`config.mk`:
```
export PLATFORM = sky130hd
export DESIGN_NAME = signed_int_to_ascii_base
export DESIGN_NICKNAME = d
export VERILOG_FILES = /design/src/hdl/sitoa_pkg.sv /design/src/hdl/sitoa_bcd_conv.sv /design/src/hdl/signed_int_to_ascii_base.sv
export SDC_FILE = /design/constraint.sdc
export NUM_CORES = 1
export LEC_CHECK = 0
export ABC_AREA = 1
export BUFFER_PORTS_ARGS = -buffer_cell sky130_fd_sc_hd__clkbuf_2
export CAP_MARGIN = 15
export CORE_MARGIN = 5
export CORE_UTILIZATION = 62
export DETAILED_ROUTE_END_ITERATION = 8
export PLACE_DENSITY = 0.91
export SLEW_MARGIN = 25
export SYNTH_ARGS = -nofsm -noshare
export SYNTH_HDL_FRONTEND = slang
export SYNTH_SLANG_ARGS = --single-unit
```
`constraint.sdc`:
```
create_clock -name clk -period 11.4 [get_ports clk]
set_input_delay 1.71 -clock clk [delete_from_list [all_inputs] [get_ports clk]]
set_output_delay 1.71 -clock clk [all_outputs]
set_load 0.05 [all_outputs]
```
`src/hdl/sitoa_pkg.sv`:
```
// shared types, format codes and character helpers for the integer to text converter
package sitoa_pkg;

  localparam logic [1:0] ACT_DEC    = 2'd0;
  localparam logic [1:0] ACT_HEX_LO = 2'd1;
  localparam logic [1:0] ACT_HEX_UP = 2'd2;

  localparam logic [7:0] CHAR_MINUS  = 8'h2D;
  localparam logic [7:0] CHAR_ZERO   = 8'h30;
  localparam logic [7:0] CHAR_LOWER_A = 8'h61;
  localparam logic [7:0] CHAR_UPPER_A = 8'h41;

  typedef struct packed {
    logic signed [63:0] value;
    logic [1:0]         action;
  } sitoa_in_t;

  typedef struct packed {
    logic [7:0] char_out;
    logic       last;
    logic [4:0] char_count;
  } sitoa_out_t;

  function automatic logic [7:0] digit_char(input logic [3:0] d, input logic [1:0] act);
    logic [7:0] base;
    begin
      if (d < 4'd10) begin
        digit_char = CHAR_ZERO + {4'd0, d};
      end else begin
        base = (act == ACT_HEX_LO) ? CHAR_LOWER_A : CHAR_UPPER_A;
        digit_char = base + {4'd0, d} - 8'd10;
      end
    end
  endfunction

endpackage

```
`src/hdl/sitoa_bcd_conv.sv`:
```
// iterative binary to bcd converter, one add-3 and shift step per cycle
module sitoa_bcd_conv #(
  parameter int VALUE_WIDTH = 64,
  parameter int NDIG        = 20
) (
  input  logic                   clk,
  input  logic                   rst_n,
  input  logic                   start,
  input  logic [VALUE_WIDTH-1:0] bin,
  output logic                   done,
  output logic [NDIG*4-1:0]      bcd
);

  localparam int DIG_BITS = NDIG * 4;
  localparam int CW       = $clog2(VALUE_WIDTH + 1);

  logic [VALUE_WIDTH-1:0] bin_r, bin_nxt;
  logic [DIG_BITS-1:0]    bcd_r, bcd_nxt;
  logic [CW-1:0]          cnt_r, cnt_nxt;
  logic                   busy_r, busy_nxt;
  logic                   done_r, done_nxt;
  logic [DIG_BITS-1:0]    adj;

  always_comb begin
    for (int i = 0; i < NDIG; i++) begin
      if (bcd_r[i*4 +: 4] >= 4'd5) begin
        adj[i*4 +: 4] = bcd_r[i*4 +: 4] + 4'd3;
      end else begin
        adj[i*4 +: 4] = bcd_r[i*4 +: 4];
      end
    end
  end

  always_comb begin
    bin_nxt  = bin_r;
    bcd_nxt  = bcd_r;
    cnt_nxt  = cnt_r;
    busy_nxt = busy_r;
    done_nxt = 1'b0;
    if (start) begin
      bin_nxt  = bin;
      bcd_nxt  = '0;
      cnt_nxt  = CW'(VALUE_WIDTH);
      busy_nxt = 1'b1;
    end else if (busy_r) begin
      bcd_nxt = {adj[DIG_BITS-2:0], bin_r[VALUE_WIDTH-1]};
      bin_nxt = {bin_r[VALUE_WIDTH-2:0], 1'b0};
      cnt_nxt = cnt_r - CW'(1);
      if (cnt_r == CW'(1)) begin
        busy_nxt = 1'b0;
        done_nxt = 1'b1;
      end
    end
  end

  always_ff @(posedge clk) begin
    bin_r <= bin_nxt;
    bcd_r <= bcd_nxt;
    cnt_r <= cnt_nxt;
    if (!rst_n) begin
      busy_r <= 1'b0;
      done_r <= 1'b0;
    end else begin
      busy_r <= busy_nxt;
      done_r <= done_nxt;
    end
  end

  assign done = done_r;
  assign bcd  = bcd_r;

endmodule

```
`src/hdl/signed_int_to_ascii_base.sv`:
```
// top level: signed integer to ascii text, decimal or hexadecimal
//
// in channel: in_valid / in_ready / in_data carry one request, a signed value
// and a format code (decimal, lower-case hex, upper-case hex; code 3 as upper).
// out channel: out_valid / out_ready / out_data carry one character per
// transfer, most significant digit first, a leading minus for negative values;
// last marks the final character and char_count then holds the total.
// in_ready is high only while the sequencer is idle: one request at a time.
// decimal requests run VALUE_WIDTH add-3/shift steps in the bcd unit;
// hex requests skip that. leading zero digits are then dropped one per cycle,
// and each character passes through the output register. digits are kept
// as NDIG bcd or hex nibbles (NDIG = 20 for 64 bits); output stalls while
// out_ready is low, and a finished character waits in the output register
// while the next request can already be taken. synchronous active-low reset
// empties the output register and returns the sequencer to idle.
module signed_int_to_ascii_base
  import sitoa_pkg::*;
#(
  parameter int VALUE_WIDTH = 64
) (
  input  logic       clk,
  input  logic       rst_n,
  input  logic       in_valid,
  output logic       in_ready,
  input  sitoa_in_t  in_data,
  output logic       out_valid,
  input  logic       out_ready,
  output sitoa_out_t out_data
);

  localparam int ND_DEC   = (VALUE_WIDTH * 30103) / 100000 + 1;
  localparam int ND_HEX   = (VALUE_WIDTH + 3) / 4;
  localparam int NDIG     = (ND_DEC > ND_HEX) ? ND_DEC : ND_HEX;
  localparam int DIG_BITS = NDIG * 4;
  localparam int RW       = $clog2(NDIG + 1);

  typedef enum logic [2:0] {
    S_IDLE,
    S_CONV,
    S_SKIP,
    S_SIGN,
    S_EMIT
  } state_t;

  state_t              state_r, state_nxt;
  logic [DIG_BITS-1:0] dig_r, dig_nxt;
  logic [RW-1:0]       rem_r, rem_nxt;
  logic [4:0]          cnt_r, cnt_nxt;
  logic                neg_r, neg_nxt;
  logic [1:0]          act_r, act_nxt;
  logic                out_valid_r, out_valid_nxt;
  sitoa_out_t          out_data_r, out_data_nxt;

  logic [VALUE_WIDTH-1:0] v;
  logic [VALUE_WIDTH-1:0] mag;
  logic                   conv_start;
  logic                   conv_done;
  logic [DIG_BITS-1:0]    conv_bcd;
  logic                   slot_free;
  logic [3:0]             top_dig;

  assign v         = in_data.value[VALUE_WIDTH-1:0];
  assign mag       = v[VALUE_WIDTH-1] ? (~v + VALUE_WIDTH'(1)) : v;
  assign slot_free = !out_valid_r || out_ready;
  assign top_dig   = dig_r[DIG_BITS-1 -: 4];
  assign in_ready  = (state_r == S_IDLE);
  assign conv_start = in_valid && in_ready && (in_data.action == ACT_DEC);

  sitoa_bcd_conv #(
    .VALUE_WIDTH (VALUE_WIDTH),
    .NDIG        (NDIG)
  ) u_bcd (
    .clk   (clk),
    .rst_n (rst_n),
    .start (conv_start),
    .bin   (mag),
    .done  (conv_done),
    .bcd   (conv_bcd)
  );

  always_comb begin
    state_nxt     = state_r;
    dig_nxt       = dig_r;
    rem_nxt       = rem_r;
    cnt_nxt       = cnt_r;
    neg_nxt       = neg_r;
    act_nxt       = act_r;
    out_valid_nxt = out_valid_r && !out_ready;
    out_data_nxt  = out_data_r;
    unique case (state_r)
      S_IDLE: begin
        if (in_valid) begin
          neg_nxt = v[VALUE_WIDTH-1];
          act_nxt = in_data.action;
          rem_nxt = RW'(NDIG);
          cnt_nxt = '0;
          if (in_data.action == ACT_DEC) begin
            state_nxt = S_CONV;
          end else begin
            dig_nxt   = DIG_BITS'(mag);
            state_nxt = S_SKIP;
          end
        end
      end
      S_CONV: begin
        if (conv_done) begin
          dig_nxt   = conv_bcd;
          state_nxt = S_SKIP;
        end
      end
      S_SKIP: begin
        if (top_dig == 4'd0 && rem_r > RW'(1)) begin
          dig_nxt = {dig_r[DIG_BITS-5:0], 4'd0};
          rem_nxt = rem_r - RW'(1);
        end else begin
          state_nxt = neg_r ? S_SIGN : S_EMIT;
        end
      end
      S_SIGN: begin
        if (slot_free) begin
          out_valid_nxt           = 1'b1;
          out_data_nxt.char_out   = CHAR_MINUS;
          out_data_nxt.last       = 1'b0;
          out_data_nxt.char_count = '0;
          cnt_nxt                 = 5'd1;
          state_nxt               = S_EMIT;
        end
      end
      S_EMIT: begin
        if (slot_free) begin
          out_valid_nxt           = 1'b1;
          out_data_nxt.char_out   = digit_char(top_dig, act_r);
          out_data_nxt.last       = (rem_r == RW'(1));
          out_data_nxt.char_count = (rem_r == RW'(1)) ? (cnt_r + 5'd1) : 5'd0;
          cnt_nxt                 = cnt_r + 5'd1;
          dig_nxt                 = {dig_r[DIG_BITS-5:0], 4'd0};
          rem_nxt                 = rem_r - RW'(1);
          if (rem_r == RW'(1)) begin
            state_nxt = S_IDLE;
          end
        end
      end
      default: state_nxt = S_IDLE;
    endcase
  end

  always_ff @(posedge clk) begin
    dig_r      <= dig_nxt;
    rem_r      <= rem_nxt;
    cnt_r      <= cnt_nxt;
    neg_r      <= neg_nxt;
    act_r      <= act_nxt;
    out_data_r <= out_data_nxt;
    if (!rst_n) begin
      state_r     <= S_IDLE;
      out_valid_r <= 1'b0;
    end else begin
      state_r     <= state_nxt;
      out_valid_r <= out_valid_nxt;
    end
  end

  assign out_valid = out_valid_r;
  assign out_data  = out_data_r;

endmodule
```
After elaboration in Yosys (flattened, before gate mapping)
Cells that the tools add are included.

cells by class
  add/subtract/negate cells = 27
  $lt $le $gt $ge = 22
  eq/ne operators = 15
  muxes and demuxes = 58
  bitwise logic cells = 3
  reduce and logical (&&, ||, !) cells = 23

operators with widths
  operator                                                           number
  two-way mux 80 bit                                                 5
  case mux 80 bit (4 select lines)                                   1
  two-way mux 64 bit                                                 3
  greater-or-equal comparator 4 x 3 -> 1 bit, second input constant  20
  adder 4 x 2 -> 4 bit, second input constant                        19
  two-way mux 4 bit                                                  19
  adder 64 x 1 -> 64 bit, second input constant                      1
  NOT 64 bit                                                         1
  two-way mux 5 bit                                                  7
  case mux 5 bit (3 select lines)                                    2
  two-way mux 14 bit                                                 2
  case mux 14 bit (2 select lines)                                   1
  two-way mux 3 bit                                                  8
  case mux 3 bit (5 select lines)                                    1
  != test 2 bit, second input constant                               7
  AND reduction 6 bit                                                2
  adder 7 x 4 -> 8 bit                                               1
  two-way mux 8 bit                                                  1
  AND reduction 4 bit                                                2
  subtractor 8 x 4 -> 8 bit, second input constant                   1
  adder 6 x 4 -> 7 bit, first input constant                         1
  == test 7 x 1 -> 1 bit, second input constant                      1
  subtractor 7 x 1 -> 7 bit, second input constant                   1
  == test 3 x 2 -> 1 bit, second input constant                      2
  27 further kinds                                                   39

storage, ports and cells
  register bits = 264
  bits of input ports = 70
  output and inout bits = 16
  logic and storage cells = 163

Longest topological paths before layout
Gate-level depths: netlist of the first run.

  depth after elaboration = 7
  mapped depth = 13
  mapped depth without buffers = 13

Modules after synthesis
From an unflattened synthesis of the first run, not the netlist that was laid out.

second synthesis, totals
  cell total of the unflattened synthesis = 1973
  area total of the unflattened synthesis = 15237.1 um^2

by module, submodules not included
  module                    times used  cells each  area an instance (um^2)  seq. area each (um^2)
  sitoa_bcd_conv            1           1005        7748.7                   3703.6
  signed_int_to_ascii_base  1           968         7488.4                   3263.1

Worst setup path before layout of the first run
Ideal clock, no wire load.

  kind = input to register
  start = input out_ready
  end = register dig_r[0], enable pin
  setup time = 0.638 ns
  arrival = 7.952 ns
  required time = 10.762 ns
  setup slack = 2.810 ns
  stages on the path = 4
  path buffers = 0
  cell sequence = or2_2 o22ai_1 a21o_1 a211oi_1

on the way
  cells in the longest elaborated chain, start to end = 3

RTL lines
  item                                  RTL line                         RTL
  from (decl)                           signed_int_to_ascii_base.sv:27   input logic out_ready,
  logical OR 1 bit                      signed_int_to_ascii_base.sv:64   assign slot_free = !out_valid_r || out_ready;
  != test 2 bit (no source line)        -
  AND reduction 6 bit (no source line)  -
  to (signal assigned)                  signed_int_to_ascii_base.sv:148  dig_r <= dig_nxt;
  to (decl)                             signed_int_to_ascii_base.sv:46   logic [DIG_BITS-1:0] dig_r, dig_nxt;

Every way passes these cells.
A chain may end at the register's enable or synchronous reset.

Worst setup path after layout of the first run
  start = input in_data[1] (netlist name)
  end = register u_bcd.bin_r[19], data pin

on the way
  cells in the longest elaborated chain, start to end = 3

RTL lines
  item                   RTL line                        RTL
  from (decl)            signed_int_to_ascii_base.sv:25  input sitoa_in_t in_data,
  logical NOT 2 bit      signed_int_to_ascii_base.sv:67  assign conv_start = in_valid && in_ready && (in_data.action == ACT_DEC);
  logical AND 1 bit      signed_int_to_ascii_base.sv:67
  two-way mux 64 bit     sitoa_bcd_conv.sv:40            if (start) begin
  via u_bcd.bin_nxt[19]  sitoa_bcd_conv.sv:17            logic [VALUE_WIDTH-1:0] bin_r, bin_nxt;
  to (signal assigned)   sitoa_bcd_conv.sv:57            bin_r <= bin_nxt;
  to (decl)              sitoa_bcd_conv.sv:17

The timed path passes the listed nets, and every way through them passes these cells.

==> impl_metrics.yaml, run 1 <==
route:
  drc: 1
  dr_total_vias: 13060
  ant_nets: 0
  wl_mm: 38.8
  first_pass_iters: 9
  vias_per_cell: 5.90
  wl_per_cell_um: 17.5
  drt_iter0_markers: 1791
sta:
  post-route-period-util_pct: 34.8
  timing.hold.ws_ns: 0.481
  finalSetupViolCount: 0
  fin_crit_ns: 3.97
  slew_violations: 0
  hold_viol_final: 0
  max_freq_mhz: 252
  skew_ns: 0.0246
  rsz0062_at_grt: "no"
  slew_headroom_pct: 29.0
  tightest_slew_ns: 1.06
  tns_ns: 0
clocking:
  root_buffer: "clkbuf_16"
  clock-sinks: 263
  post_cts_buffers: 0
  cts_tree: "yes"
  cts_inserted_buffers: 26
  clock_latency_ns: 0.54
  h-tree-depth: 1
  ctsHoldBuffers: 0
  clockBufferDepth: 3
  cts.clk_slew.worst_paths_ns: 0.06
  post_cts_resized: 0
place:
  port_buffers: 84
  dpl.hpwl_mm: 26.4
  dpl-instance-area_mm2: 0.0152
  gp_congestion: 0.933
global_routing:
  grt_max_degree: 99
  grt_overflow_total: 0
  grt_antenna_before_repair: 0
  grt_usage_pct: 28.7
  grt_pass1_wl_mm: 62.6
  grt_pass1_vias: 12742
floorplanning:
  die_w_um: 164
  die-area_mm2: 0.0267
  row_count: 56
  design.core.area_mm2: 0.0233
  die-height_um: 164
  start_util_pct: 62.6
  boundaryPins: 86
yosys:
  syn_inst: 1824
  synthTopCellsByArea: "edfxtp_1 (35%), nand2_1 (14%), dfxtp_1 (13%)"
  ys_top_cells_by_count: "nand2_1 (558), nor2_1 (179), edfxtp_1 (170)"
  yosysTopAreaCellShare_pct: 34.9
  yosys_warnings: 0
  synth_seq_area_share_pct: 47.7
  synth-edff-count: 170
  synth.most_common_cell: "nand2_1"
  syn_area_mm2: 0.0146
  synth.distinct_cells: 42
  yosys_register_bits: 263
  synthArstFlopShare_pct: 0
  ys.flop_type: "edfxtp_1"
  postSynthAreaPerCell_um2: 8.01
  syn_nets: 1941
  yosysTopAreaCell: "edfxtp_1"
critical_path:
  crit_required_ns: 11.63
  cp.arrival_ns: 4.20
  slowest_stage: "buf_4"
  critPathMaxStageDelay_ns: 0.81
  regToRegSetupSlack_ns: 8.28
  crit_chain: "clkbuf_2 -> or2_2 -> nor2_1 -> inv_2 -> nor2_8 -> buf_4 -> inv_2 -> buf_4 -> nand2_1 -> o21ai_0"
  cp_top_family: "buffers and inverters"
  crit_path_end_kind: "flip-flop"
  crit_path_start_kind: "input port"
  path_class: "input port to flip-flop"
  crit_buf_inv: 5
  timing.critical_path.fanout_max: 98
pwr:
  max-vdd-ir-drop_mv: 0.241
  p_leak_uw: 0.00655
  pwr_density_cell_mw_per_mm2: 252
worst_hold_path:
  min_path_type: "flip-flop to flip-flop"
run_status:
  status: "finished with violations"
  violations: "DRC"
layout:
  post-route-util_pct: 68.8
  layout.nets: 1993
  n_antenna_cell: 0
  fin_area_mm2: 0.0161
  drive_gt1_share_pct: 8.33
  syn_to_final_growth_pct: 9.91
job:
  drv_cap: 0
-- path summary, 6_finish.rpt --
check                                                   end                        start  cells after the start
worst max register to register          dig_r[14]$_DFFE_PP_      state_r[1]$_SDFFE_PN0P_                      8
worst min-delay path            u_bcd.cnt_r[3]$_SDFFE_PP0P_  u_bcd.cnt_r[3]$_SDFFE_PP0P_                      2
worst max-delay path              u_bcd.bin_r[19]$_DFFE_PP_                   in_data[1]                     10
worst min register to register  u_bcd.cnt_r[3]$_SDFFE_PP0P_  u_bcd.cnt_r[3]$_SDFFE_PP0P_                      2
-- sequential cells by signal (all words and copies together), names as in the netlist, 3 cells and up --
register / count
u_bcd.bin_r: 64
rem_r: 5
u_bcd.cnt_r: 7
dig_r: 80
u_bcd.bcd: 80
out_data: 13
cnt_r: 5
state_r: 3
-- tightest hold or removal path: stages (launching register included) --
cell and delay, ns:
dfxtp_1 0.32, nand2_1 0.06, a21oi_1 0.05
-- area by class of cell --
class                           count  area [um2]
Timing Repair Buffer               92         484
Inverter                          173         654
Tap cell                          319         399
Fill cell                        1760        7270
Multi-Input combinational cell   1320        6700
Sequential cell                   263        6970
Clock buffer                       40         777
Clock inverter                      8        80.1
-- through the flow --
stage / power, uW / setup WS, ns / std cells
global route: 4280 / 7.34 / 2215
CTS: 4020 / 7.54 / 2215
detailed placement: 3150 / 7.05 / 2167
global placement: 3050 / 7.12 / 2167
finish: 4040 / 7.43 / 2215
floorplan: 2800 / 2.81 / 1824
-- cell families after synthesis --
family | count (synthesis) | synth area share [%]
adder cells (fa/ha/maj) | 47 | 4.02
AND/OR/NAND/NOR | 895 | 25.1
XOR/XNOR | 68 | 4.08
AO/OA/AOI/OAI | 309 | 12.5
buffers and inverters | 241 | 6.58
other | 1 | 0.0257
flip-flops | 263 | 47.7
-- per-layer routing --
layer  global-route usage [%]  routed length (um)
met1                     39.0               15900
met2                     47.8               18500
met3                     4.47                3460
met4                     8.92                 938
met5                        0                   0
-- report_power, final --
group	internal (uW)	total [uW]	switching [uW]	leakage, uW
clock	493	855	362	0.000428
sequential	1530	1740	211	0.00238
combinational	412	1450	1040	0.00374
-- layout by cell type, fill, tap and decap left out, types with 26 or more instances in the layout --
| cell | count |
|---|---|
| a21oi_1 | 57 |
| a22oi_1 | 45 |
| clkbuf_16 | 26 |
| clkbuf_2 | 84 |
| dfxtp_1 | 93 |
| edfxtp_1 | 170 |
| ha_1 | 47 |
| inv_1 | 164 |
| nand2_1 | 558 |
| nand3_1 | 107 |
| nor2_1 | 179 |
| o21ai_0 | 98 |
| o21ai_1 | 35 |
| o22ai_1 | 33 |
| xor2_1 | 45 |
(Power assumes the default switching activity.)
==> inputs of run 2 (changes only) <==
==> constraint.sdc (replaced) <==
create_clock -name clk -period 4.1 [get_ports clk]
set_input_delay 0.615 -clock clk [delete_from_list [all_inputs] [get_ports clk]]
set_output_delay 0.615 -clock clk [all_outputs]
set_load 0.05 [all_outputs]
==> run 2 against run 1 <==
The flow now finishes without violations. Critical endpoint is now dig_r[11]$_DFFE_PP_. Wire length increased by 3.7%. Sequential power increased to 2.8 times the previous value. Clock power increased to 2.8 times the previous value. Setup slack got worse by 6.3 ns. Via count increased by 2.4%. Clock skew decreased by 0.017 ns. Non-clock buffer count increased by 4. Total power increased to 2.8 times the previous value. Register-to-register slack got worse by 7.2 ns. Die area unchanged. First-iteration DRC count decreased by 3.4%.
==> impl_metrics.yaml, run 2 (synthesized netlist as in run 1, its figures left out) <==
pwr:
  p_sw_uw: 4530
  clkPwrFrac_pct: 21.3
  combPwrFrac_pct: 35.9
  max-vdd-ir-drop_mv: 0.516
  p_leak_uw: 0.00656
  power_frac_seq_pct: 42.7
  switching_share_pct: 39.9
  pwr_density_cell_mw_per_mm2: 705
  power.internal_uw: 6830
critical_path:
  crit_path_start_kind: "flip-flop"
  timing.critical_path.fanout_max: 77
  crit_path_end_kind: "flip-flop"
  path_class: "flip-flop to flip-flop"
  cp.arrival_ns: 3.36
  crit_required_ns: 4.45
route:
  wl_mm: 40.2
  dr_total_vias: 13369
  vias_per_cell: 6.02
  drc: 0
  wl_per_cell_um: 18.1
  first_pass_iters: 6
  ant_nets: 0
  drt_iter0_markers: 1730
floorplanning:
  design.core.area_mm2: 0.0233
  boundaryPins: 86
  die-area_mm2: 0.0267
  die_w_um: 164
  row_count: 56
  start_util_pct: 62.6
  die-height_um: 164
sta:
  fin_crit_ns: 3.01
  slew_headroom_pct: 30.0
  timing.hold.ws_ns: 0.282
  slew_violations: 0
  hold_viol_final: 0
  post-route-period-util_pct: 73.4
  skew_ns: 0.00729
  tightest_slew_ns: 1.05
  rsz0062_at_grt: "no"
  max_freq_mhz: 332
  setup_slack_ns: 1.09
  tns_ns: 0
  finalSetupViolCount: 0
global_routing:
  grt_overflow_total: 0
  grt_pass1_vias: 12765
  grt_usage_pct: 29.8
  grt_antenna_before_repair: 0
  grt_pass1_wl_mm: 64.4
  grt_max_degree: 99
clocking:
  clockBufferDepth: 3
  clock-sinks: 263
  root_buffer: "clkbuf_16"
  h-tree-depth: 1
  cts_tree: "yes"
  cts.clk_slew.worst_paths_ns: 0.06
  post_cts_resized: 0
  ctsHoldBuffers: 0
  cts_inserted_buffers: 27
  post_cts_buffers: 0
  clock_latency_ns: 0.53
place:
  gp_congestion: 0.999
  dpl.hpwl_mm: 27.5
  port_buffers: 84
  dpl-instance-area_mm2: 0.0152
  dp_slack_ns: 1.22
layout:
  multi_input_area_mm2: 0.00670
  fillerInstances: 1719
  seqCellArea_mm2: 0.00697
  final_cell_mix: "nand2_1 (558), nor2_1 (179), edfxtp_1 (170), inv_1 (164), nand3_1 (107)"
  syn_to_final_growth_pct: 10.3
  post-route-util_pct: 69.1
  drive_gt1_share_pct: 8.32
  n_antenna_cell: 0
  layout.nets: 1998
  final_common_cell: "nand2_1"
  fin_area_mm2: 0.0161
worst_hold_path:
  min_path_type: "input port to flip-flop"
run_status:
  status: "finished clean"
job:
  drv_cap: 0
==> run 2: power groups by stage <==
stage / clock [uW] / combinational (uW) / sequential [uW]
after global placement: 0 / 3710 / 4810
after global routing: 2550 / 4500 / 4930
after detailed placement: 0 / 3900 / 4860
after CTS: 2430 / 4000 / 4830
final: 2420 / 4080 / 4860
after floorplan: 0 / 2910 / 4800
==> run 2: path summary, 6_finish.rpt <==
path	slack, ns	endpoint	depth (start not counted)	startpoint
worst max-delay path	1.09	dig_r[11]$_DFFE_PP_	8	state_r[1]$_SDFFE_PN0P_
worst min-delay path	0.28	act_r[1]$_DFFE_PP_	1	in_data[1]
worst max register to register	1.09	dig_r[11]$_DFFE_PP_	8	state_r[1]$_SDFFE_PN0P_
worst min register to register	0.48	u_bcd.cnt_r[3]$_SDFFE_PP0P_	2	u_bcd.cnt_r[3]$_SDFFE_PP0P_
==> run 2: per-stage QoR <==
stage / std cells / total power (uW)
floorplan: 1824 / 7700
global placement: 2171 / 8520
detailed placement: 2171 / 8760
CTS: 2219 / 11300
global route: 2219 / 12000
finish: 2219 / 11400
==> run 2: worst max-delay path: stages, from the launching register on <==
cell,delay [ns]
dfxtp_1,0.44
nor2_2,0.08
nand2_1,0.34
inv_2,0.16
nor2_4,0.20
inv_4,0.29
nor2_8,0.71
inv_2,0.26
o21ai_1,0.28
==> run 2: layout make-up <==
| class | instances | area share (%) |
|---|---|---|
| Clock buffer | 44 | 5.12 |
| Multi-Input combinational cell | 1320 | 41.6 |
| Clock inverter | 4 | 0.287 |
| Timing Repair Buffer | 96 | 3.25 |
| Inverter | 173 | 4.06 |
| Tap cell | 319 | 2.48 |
| Sequential cell | 263 | 43.2 |
==> run 2: routing by layer <==
layer	global-route usage [%]	up-vias	share of wire [%]	wire (um)
met1	39.1	6105	38	15300
met4	11.0	0	4.5	1800
met2	49.9	882	47	18900
met5	0	-	0	0
li1	-	6217	-	-
met3	4.95	165	10	4210
